<file path="src/hsvrgb_pkg.sv">
// ---------------------------------------------------------------------------
// hsvrgb_pkg
// Widths and constants for the hsv to rgb converter pipeline.
// ---------------------------------------------------------------------------
package hsvrgb_pkg;

  localparam int HUE_W = 9;
  localparam int PCT_W = 7;
  localparam int CH_W  = 8;
  localparam int K_W   = 13;   // channel weight 0..6000
  localparam int N_W   = 20;   // channel numerator 0..600000
  localparam int A_W   = 18;   // numerator*17/64, 0..159375
  localparam int NCH   = 3;    // red, green, blue

  localparam int IN_DATA_W  = 24;
  localparam int OUT_DATA_W = 24;

  localparam logic [HUE_W-1:0] HUE_WRAP  = 9'd360;
  localparam logic [PCT_W-1:0] PCT_WRAP  = 7'd101;
  localparam logic [K_W-1:0]   K_FULL    = 13'd6000;
  localparam logic [5:0]       SECTOR    = 6'd60;

  // floor(a/625) ~= (a * RECIP) >> RECIP_SH, at most one low, fixed by one compare
  localparam logic [A_W-1:0]   RECIP     = 18'd214748;
  localparam int               RECIP_SH  = 27;
  localparam logic [9:0]       DIV_LO    = 10'd625;

  // sector of the hue, 60 degrees each
  localparam logic [2:0] SEC_RY = 3'd0;
  localparam logic [2:0] SEC_YG = 3'd1;
  localparam logic [2:0] SEC_GC = 3'd2;
  localparam logic [2:0] SEC_CB = 3'd3;
  localparam logic [2:0] SEC_BM = 3'd4;
  localparam logic [2:0] SEC_MR = 3'd5;

  localparam int CH_R = 0;
  localparam int CH_G = 1;
  localparam int CH_B = 2;

  typedef logic [K_W-1:0] k_t;
  typedef logic [N_W-1:0] num_t;
  typedef logic [A_W-1:0] a_t;
  typedef logic [CH_W-1:0] ch_t;

endpackage

</file>
<file path="src/hsv_to_rgb_converter_unit.sv">
// Converts one hsv color per beat to 8-bit rgb. Hue wraps modulo 360, saturation
// and brightness wrap modulo 101 and are read as percent. The pipeline is six
// register stages deep (range reduction, sector weights, numerator multiply,
// scale by 17/64, reciprocal multiply, remainder correction), and one beat can
// enter on every clock while the output is not stalled. A stall on the output
// side holds the whole pipeline in place.
// ---------------------------------------------------------------------------
// hsv_to_rgb_converter_unit
// Six-stage fixed point hsv to rgb conversion, one beat per clock unless the output stalls.
// ---------------------------------------------------------------------------
module hsv_to_rgb_converter_unit (
  input  logic                                  clk,
  input  logic                                  rst_n,
  input  logic                                  in_tvalid,
  output logic                                  in_tready,
  // [8:0] hue, [15:9] saturation, [22:16] brightness, [23] zero
  input  logic [hsvrgb_pkg::IN_DATA_W-1:0]      in_tdata,
  output logic                                  out_tvalid,
  input  logic                                  out_tready,
  // [7:0] red, [15:8] green, [23:16] blue
  output logic [hsvrgb_pkg::OUT_DATA_W-1:0]     out_tdata
);

  localparam int NSTG = 6;

  logic            en;
  logic [NSTG-1:0] vld_r;
  logic [NSTG-1:0] vld_nxt;

  assign en        = !vld_r[NSTG-1] || out_tready;
  assign in_tready = en;
  assign vld_nxt   = {vld_r[NSTG-2:0], in_tvalid};

  always_ff @(posedge clk) begin
    if (!rst_n) begin
      vld_r <= '0;
    end else if (en) begin
      vld_r <= vld_nxt;
    end
  end

  // stage 1: range reduction
  logic [hsvrgb_pkg::HUE_W-1:0] hue_in, h_nxt, h_r;
  logic [hsvrgb_pkg::PCT_W-1:0] sat_in, bri_in, s_nxt, s_r, v_nxt, v_r;

  assign hue_in = in_tdata[8:0];
  assign sat_in = in_tdata[15:9];
  assign bri_in = in_tdata[22:16];

  assign h_nxt = (hue_in >= hsvrgb_pkg::HUE_WRAP) ? hue_in - hsvrgb_pkg::HUE_WRAP : hue_in;
  assign s_nxt = (sat_in >= hsvrgb_pkg::PCT_WRAP) ? sat_in - hsvrgb_pkg::PCT_WRAP : sat_in;
  assign v_nxt = (bri_in >= hsvrgb_pkg::PCT_WRAP) ? bri_in - hsvrgb_pkg::PCT_WRAP : bri_in;

  always_ff @(posedge clk) begin
    if (en) begin
      h_r <= h_nxt;
      s_r <= s_nxt;
      v_r <= v_nxt;
    end
  end

  // stage 2: sector and per-channel weight (numerator / v)
  logic [2:0]                   sec;
  logic [hsvrgb_pkg::HUE_W-1:0] pair_base;
  logic [6:0]                   t;
  logic [5:0]                   d;
  logic [12:0]                  sd, s60;
  hsvrgb_pkg::k_t               kx, kz;
  hsvrgb_pkg::k_t               k_nxt [hsvrgb_pkg::NCH];
  hsvrgb_pkg::k_t               k_r   [hsvrgb_pkg::NCH];
  logic [hsvrgb_pkg::PCT_W-1:0] v2_r;

  always_comb begin
    if (h_r < 9'd60)       sec = hsvrgb_pkg::SEC_RY;
    else if (h_r < 9'd120) sec = hsvrgb_pkg::SEC_YG;
    else if (h_r < 9'd180) sec = hsvrgb_pkg::SEC_GC;
    else if (h_r < 9'd240) sec = hsvrgb_pkg::SEC_CB;
    else if (h_r < 9'd300) sec = hsvrgb_pkg::SEC_BM;
    else                   sec = hsvrgb_pkg::SEC_MR;
  end

  // h mod 120 from the sector pair
  always_comb begin
    case (sec[2:1])
      2'd0:    pair_base = 9'd0;
      2'd1:    pair_base = 9'd120;
      default: pair_base = 9'd240;
    endcase
  end

  assign t   = 7'(h_r - pair_base);
  assign d   = (t >= 7'(hsvrgb_pkg::SECTOR)) ? 6'(t - 7'(hsvrgb_pkg::SECTOR))
                                             : 6'(7'(hsvrgb_pkg::SECTOR) - t);
  assign sd  = 13'(s_r) * 13'(d);
  assign s60 = 13'(s_r) * 13'd60;
  assign kx  = hsvrgb_pkg::K_FULL - sd;
  assign kz  = hsvrgb_pkg::K_FULL - s60;

  always_comb begin
    unique case (sec)
      hsvrgb_pkg::SEC_RY: begin
        k_nxt[hsvrgb_pkg::CH_R] = hsvrgb_pkg::K_FULL;
        k_nxt[hsvrgb_pkg::CH_G] = kx;
        k_nxt[hsvrgb_pkg::CH_B] = kz;
      end
      hsvrgb_pkg::SEC_YG: begin
        k_nxt[hsvrgb_pkg::CH_R] = kx;
        k_nxt[hsvrgb_pkg::CH_G] = hsvrgb_pkg::K_FULL;
        k_nxt[hsvrgb_pkg::CH_B] = kz;
      end
      hsvrgb_pkg::SEC_GC: begin
        k_nxt[hsvrgb_pkg::CH_R] = kz;
        k_nxt[hsvrgb_pkg::CH_G] = hsvrgb_pkg::K_FULL;
        k_nxt[hsvrgb_pkg::CH_B] = kx;
      end
      hsvrgb_pkg::SEC_CB: begin
        k_nxt[hsvrgb_pkg::CH_R] = kz;
        k_nxt[hsvrgb_pkg::CH_G] = kx;
        k_nxt[hsvrgb_pkg::CH_B] = hsvrgb_pkg::K_FULL;
      end
      hsvrgb_pkg::SEC_BM: begin
        k_nxt[hsvrgb_pkg::CH_R] = kx;
        k_nxt[hsvrgb_pkg::CH_G] = kz;
        k_nxt[hsvrgb_pkg::CH_B] = hsvrgb_pkg::K_FULL;
      end
      default: begin
        k_nxt[hsvrgb_pkg::CH_R] = hsvrgb_pkg::K_FULL;
        k_nxt[hsvrgb_pkg::CH_G] = kz;
        k_nxt[hsvrgb_pkg::CH_B] = kx;
      end
    endcase
  end

  always_ff @(posedge clk) begin
    if (en) begin
      k_r  <= k_nxt;
      v2_r <= v_r;
    end
  end

  // stages 3..6: per-channel lanes
  hsvrgb_pkg::num_t n_nxt  [hsvrgb_pkg::NCH];
  hsvrgb_pkg::num_t n_r    [hsvrgb_pkg::NCH];
  hsvrgb_pkg::a_t   a_nxt  [hsvrgb_pkg::NCH];
  hsvrgb_pkg::a_t   a_r    [hsvrgb_pkg::NCH];
  hsvrgb_pkg::a_t   a5_r   [hsvrgb_pkg::NCH];
  logic [35:0]      prod   [hsvrgb_pkg::NCH];
  hsvrgb_pkg::ch_t  q0_nxt [hsvrgb_pkg::NCH];
  hsvrgb_pkg::ch_t  q0_r   [hsvrgb_pkg::NCH];
  hsvrgb_pkg::a_t   qm     [hsvrgb_pkg::NCH];
  hsvrgb_pkg::a_t   rem    [hsvrgb_pkg::NCH];
  hsvrgb_pkg::ch_t  q_nxt  [hsvrgb_pkg::NCH];
  hsvrgb_pkg::ch_t  q_r    [hsvrgb_pkg::NCH];
  logic [23:0]      n17    [hsvrgb_pkg::NCH];

  always_comb begin
    for (int i = 0; i < hsvrgb_pkg::NCH; i++) begin
      n_nxt[i]  = hsvrgb_pkg::N_W'(k_r[i]) * hsvrgb_pkg::N_W'(v2_r);
      // 255/600000 = 17/40000 = (17/64)/625
      n17[i]    = {n_r[i], 4'b0000} + 24'(n_r[i]);
      a_nxt[i]  = n17[i][23:6];
      prod[i]   = 36'(a_r[i]) * 36'(hsvrgb_pkg::RECIP);
      q0_nxt[i] = prod[i][hsvrgb_pkg::RECIP_SH +: hsvrgb_pkg::CH_W];
      qm[i]     = hsvrgb_pkg::A_W'(q0_r[i]) * hsvrgb_pkg::A_W'(hsvrgb_pkg::DIV_LO);
      rem[i]    = a5_r[i] - qm[i];
      q_nxt[i]  = (rem[i] >= hsvrgb_pkg::A_W'(hsvrgb_pkg::DIV_LO)) ? q0_r[i] + 8'd1 : q0_r[i];
    end
  end

  always_ff @(posedge clk) begin
    if (en) begin
      n_r  <= n_nxt;
      a_r  <= a_nxt;
      q0_r <= q0_nxt;
      a5_r <= a_r;
      q_r  <= q_nxt;
    end
  end

  assign out_tvalid = vld_r[NSTG-1];
  assign out_tdata  = {q_r[hsvrgb_pkg::CH_B], q_r[hsvrgb_pkg::CH_G], q_r[hsvrgb_pkg::CH_R]};

endmodule
</file>
<file path="config.mk">
export PLATFORM = sky130hd
export DESIGN_NAME = hsv_to_rgb_converter_unit
export DESIGN_NICKNAME = d
export VERILOG_FILES = /design/src/hsvrgb_pkg.sv /design/src/hsv_to_rgb_converter_unit.sv
export SDC_FILE = /design/constraint.sdc
export NUM_CORES = 2
export LEC_CHECK = 0
export BUFFER_PORTS_ARGS = -buffer_cell sky130_fd_sc_hd__buf_2
export CAP_MARGIN = 20
export CORE_MARGIN = 2
export CORE_UTILIZATION = 60
export CTS_CLUSTER_SIZE = 20
export DETAILED_ROUTE_END_ITERATION = 10
export GPL_ROUTABILITY_DRIVEN = 0
export PLACE_DENSITY = 0.79
export SLEW_MARGIN = 25
export SYNTH_ARGS = -nofsm -noshare
export SYNTH_HDL_FRONTEND = slang
export SYNTH_SLANG_ARGS = --single-unit
</file>
<file path="constraint.sdc">
create_clock -name clk -period 8.77 [get_ports clk]
set_input_delay 1.3155 -clock clk [delete_from_list [all_inputs] [get_ports clk]]
set_output_delay 1.3155 -clock clk [all_outputs]
set_load 0.005 [all_outputs]
</file>
Yosys cells after proc, flatten, opt, wreduce, memory -nomap -nowiden --
Cells that the tools add are included.
Word-level totals: register bits after elaboration 291, output and inout port bits 26, word-level logic and storage cells 86
Cells by class: add/subtract/negate cells 17, $mul 11, order comparisons 12, equal/unequal tests 5, mux-type cells 14, reduce and logical (&&, ||, !) cells 4
Operators with widths (number):
- $pmux W39 S5 | 1
- $mul A18 B16 Y33 const B | 3
- $add A24 B20 Y24 | 3
- $mul A13 B7 Y20 | 3
- $ge A18 B10 Y1 const B | 3
- $mul A8 B10 Y18 const B | 3
- $sub A18 B18 Y18 | 3
- $sub A13 B13 Y13 const A | 2
- $add A8 B1 Y8 const B | 3
- $mux W8 | 3
- $lt A9 B8 Y1 const B | 2
- $ge A7 B7 Y1 const B | 2
- $mux W7 | 2
- $pmux W7 S2 | 1
- $sub A7 B7 Y7 const B | 2
- $mul A7 B6 Y13 | 1
- $mux W3 | 4
- $mul A7 B4 Y11 const B | 1
- $ge A9 B9 Y1 const B | 1
- $lt A9 B6 Y1 const B | 1
- $lt A9 B7 Y1 const B | 1
- $lt A9 B9 Y1 const B | 1
- $mux W9 | 1
- $sub A9 B9 Y9 const B | 1
- 14 further kinds | 15

Longest topological paths before layout --
depth after elaboration 14, mapped depth 31, depth with buffers taken out 31

Worst setup path after synthesis --
No wires, ideal clock.
path type input to output, from input out_tready, to output in_tready, arrival 7.093 ns, data required time 7.455 ns, path slack 0.362 ns, stages 3, path buffers 1, cells stage by stage nor2b_1 -> clkbuf_1 -> inv_1
Between the ends: word-level cells in the longest chain between the ends 1
RTL lines:
- start: declaration | RTL line hsv_to_rgb_converter_unit.sv:19 | input logic out_tready,
- $logic_or A1 B1 Y1 | RTL line hsv_to_rgb_converter_unit.sv:30 | assign en = !vld_r[NSTG-1] || out_tready;
- end: declaration | RTL line hsv_to_rgb_converter_unit.sv:15 | output logic in_tready,
No other way between the ends.

==> Implementation_results.wiki <==
{| class="wikitable"
! Metric !! Value
|-
| Status || complete, no violations
|-
| HP Class || register to register
|-
| Number of buffers inserted during clock tree synthesis || 38
|-
| Clk Latency, worst-skew pair || about 0.57 ns
|-
| CP top delay family || compound AO/OA/AOI/OAI gates
|-
| Startpoint of the lowest-slack register-to-register path || h_r[4]
|-
| Most frequent cell on the critical path || sky130_fd_sc_hd__a21oi_1
|-
| Number of remaining DRC errors || 0
|-
| Async set or reset register ratio after synthesis || 0
|-
| Via count of the first global-routing pass || around 31000
|-
| Residual overflow from global routing || 0
|-
| Number of synthesized flops with an enable pin || between 200 and 300
|-
| TritonCTS clock tree || yes
|-
| Endpoints failing hold || 0
|-
| Worst path bufs/invs || 2
|-
| H-Tree Level Count || 2
|-
| Vias per Instance || about 5.5
|-
| Setup clock skew after layout || roughly 0.025 ns
|-
| Mean post-synth cell area || roughly 10 µm²
|-
| Part of the cycle the worst path needs || 0.883
|-
| Count of pins on the block boundary || 54
|-
| Setup repair after global routing missed its margin || false
|-
| Ys flop type || sky130_fd_sc_hd__edfxtp_1
|-
| Share of layout cells above drive strength 1 || 0.0345
|-
| Half-perimeter wire length after detailed placement || approximately 70 mm
|-
| 1st-iter DRT viols || between 1500 and 2000
|-
| Setup tns final || 0 ns
|-
| Post-Synthesis Net Count || ~5600
|-
| Sinks on Clock Net || between 200 and 300
|-
| Max cap viols || 0
|-
| Max Fclk || roughly 130 MHz
|-
| Post-Syn Area || between 40000 and 50000 µm²
|-
| Initial core utilization || 0.608
|-
| Largest net degree at the start of global routing || between 100 and 150
|-
| Top cell type by total area after synthesis || sky130_fd_sc_hd__fa_1
|-
| Die X || 274 µm
|-
| Synth cell types || 96
|-
| Share of the yosys chip area belonging to registers || 0.199
|-
| Bufs on Longest Clock Path || 3
|-
| Root buffer cell || sky130_fd_sc_hd__clkbuf_16
|-
| Leading post-synthesis cells by cell area || sky130_fd_sc_hd__fa_1 27%, sky130_fd_sc_hd__ha_1 22%, sky130_fd_sc_hd__edfxtp_1 20%
|-
| ANT cells || 0
|-
| Area growth from synthesis to layout || 5.94%
|-
| Resized Gates After CTS || 0
|-
| Clock slew at reported path FFs || about 0.060 ns
|-
| Length of the first detailed-routing pass in iterations || 6
|-
| Crit path required time || 9.04 ns
|-
| Final setup violation count || 0
|-
| Instance count of the mapped netlist || 4256
|-
| Crit path launch type || register
|-
| Count of pins over their slew limit || 0
|-
| Vias post-DR || 29200
|-
| Post-CTS Hold Buffers || 0
|-
| Floorplan die height || approximately 270 µm
|-
| Sum of routed wire length over all layers || approximately 87 mm
|-
| Launch point of the worst path || h_r[4]
|-
| Worst path arrival time || 8.01 ns
|-
| Worst hold start || v_r[0]
|-
| Post-layout nets || 5703
|-
| CP endpoint kind || register
|-
| Number of fillers in the final layout || roughly 5400
|-
| Clock period minus worst slack || ~7.7 ns
|-
| Area fraction of the dominant cell type after synthesis || 0.275
|-
| Die ar. || between 70000 and 80000 µm²
|-
| Synthesized flop and latch total || approximately 290
|-
| Wire per inst || about 16 µm
|-
| Worst Max-Slew Pin Slew || between 0.9 and 1 ns
|-
| Antenna violation net count after detailed routing || 0
|-
| Placeable core region || slightly above 70000 µm²
|-
| Yosys warning count || 0
|-
| First-pass GRT wire length || roughly 150 mm
|-
| Max stage delay cell, worst path || sky130_fd_sc_hd__fa_1
|-
| Critical setup path kind || register to register
|-
| Row count || 98
|-
| Maximum fanout count along the critical path || 10
|-
| Delay of the slowest critical-path stage || 0.62 ns
|-
| Max_slew headroom || 0.386
|-
| Number of post-CTS setup repair buffers || 0
|-
| Total GRT Usage || 0.246
|-
| Count of buffers inserted at the top-level ports || 52
|-
| Antenna violations before repair || 0
|}
-- path summary, 6_finish.rpt --
path / to / slack (ns) / cells past startpoint
setup reg to reg: k_r[24] / 1.03 / 27
hold / removal: v2_r[0] / 0.41 / 0
hold reg to reg: v2_r[0] / 0.41 / 0
setup / recovery: k_r[24] / 1.03 / 27
-- cell families after synthesis --
family	Yosys count	share of synthesized area
AND/OR/NAND/NOR	812	0.0898
XOR/XNOR	206	0.0419
buffers and inverters	1066	0.0922
flip-flops	291	0.199
adder cells (fa/ha/maj)	1357	0.492
multiplexers	10	0.00235
AO/OA/AOI/OAI	514	0.0822
-- synthesized netlist by cell type (7+ instances only) --
cell and instances:
sky130_fd_sc_hd__inv_1 1025, sky130_fd_sc_hd__ha_1 759, sky130_fd_sc_hd__fa_1 598, sky130_fd_sc_hd__nand2_1 302, sky130_fd_sc_hd__edfxtp_1 285, sky130_fd_sc_hd__xnor2_1 147, sky130_fd_sc_hd__nor2_1 135, sky130_fd_sc_hd__and2_1 133
sky130_fd_sc_hd__a21oi_1 122, sky130_fd_sc_hd__o21ai_0 78, sky130_fd_sc_hd__a21o_1 61, sky130_fd_sc_hd__xor2_1 57, sky130_fd_sc_hd__nor3_1 49, sky130_fd_sc_hd__nand3_1 48, sky130_fd_sc_hd__clkbuf_1 35, sky130_fd_sc_hd__nor2b_1 30
sky130_fd_sc_hd__and3_1 27, sky130_fd_sc_hd__nand2b_1 24, sky130_fd_sc_hd__o21a_1 23, sky130_fd_sc_hd__a211oi_1 22, sky130_fd_sc_hd__o21bai_1 21, sky130_fd_sc_hd__o211ai_1 20, sky130_fd_sc_hd__a31oi_1 18, sky130_fd_sc_hd__or3_1 16
sky130_fd_sc_hd__a21boi_0 15, sky130_fd_sc_hd__nand4_1 15, sky130_fd_sc_hd__a22oi_1 10, sky130_fd_sc_hd__nor3b_1 10, sky130_fd_sc_hd__o31ai_1 10, sky130_fd_sc_hd__a2111oi_0 9, sky130_fd_sc_hd__o221ai_1 9, sky130_fd_sc_hd__o22ai_1 9
sky130_fd_sc_hd__mux2i_1 8, sky130_fd_sc_hd__o2111ai_1 8, sky130_fd_sc_hd__a31o_2 7
-- sequential cells by signal, summed over array words and instances, names as in the netlist --
register / flops
v2_r: 7
v_r: 7
a_r: 54
a5_r: 54
vld_r: 6
k_r: 39
q0_r: 24
n_r: 60
h_r: 9
out_tdata: 24
s_r: 7
-- metal layers --
metal,vias up,share of wire,GRT usage
met1,14400,0.42,0.317
met3,182,0.049,0.0326
met5,-,0,0
li1,13900,-,-
met4,0,0.029,0.0769
met2,723,0.50,0.431
-- final cells by class --
cell class | instances | area [µm²] | share of cell area
Clock buffer | 48 | 1010 | 0.0219
Clock inverter | 21 | 184 | 0.00398
Multi-Input combinational cell | 2899 | 30900 | 0.669
Sequential cell | 291 | 8680 | 0.188
Timing Repair Buffer | 62 | 368 | 0.00796
Tap cell | 950 | 1190 | 0.0257
Inverter | 1026 | 3860 | 0.0835
-- stage by stage --
step                std cells  setup slack, ns  hold slack [ns]  area [µm²]  utilization
floorplan                4256            0.362            0.400       43600            -
global placement         5227             1.28            0.402       45000        0.627
detailed placement       5227             1.18            0.405       45000        0.627
CTS                      5296             1.11            0.415       46200        0.643
global route             5297            0.591            0.435       46200        0.644
finish                   5297             1.03            0.413       46200        0.644
-- cell usage in the layout, fill, tap and decap left out, types with 30 or more instances in the layout --
master,n
sky130_fd_sc_hd__a21o_1,61
sky130_fd_sc_hd__a21oi_1,122
sky130_fd_sc_hd__and2_1,133
sky130_fd_sc_hd__buf_2,52
sky130_fd_sc_hd__clkbuf_16,39
sky130_fd_sc_hd__edfxtp_1,285
sky130_fd_sc_hd__fa_1,598
sky130_fd_sc_hd__ha_1,759
sky130_fd_sc_hd__inv_1,1024
sky130_fd_sc_hd__nand2_1,302
sky130_fd_sc_hd__nand3_1,48
sky130_fd_sc_hd__nor2_1,135
sky130_fd_sc_hd__nor2b_1,30
sky130_fd_sc_hd__nor3_1,49
sky130_fd_sc_hd__o21ai_0,78
sky130_fd_sc_hd__xnor2_1,147
sky130_fd_sc_hd__xor2_1,57
Power is left out: the tool's default activity adds up to more than one toggle a clock period on the data nets, which glitch-free logic cannot reach.
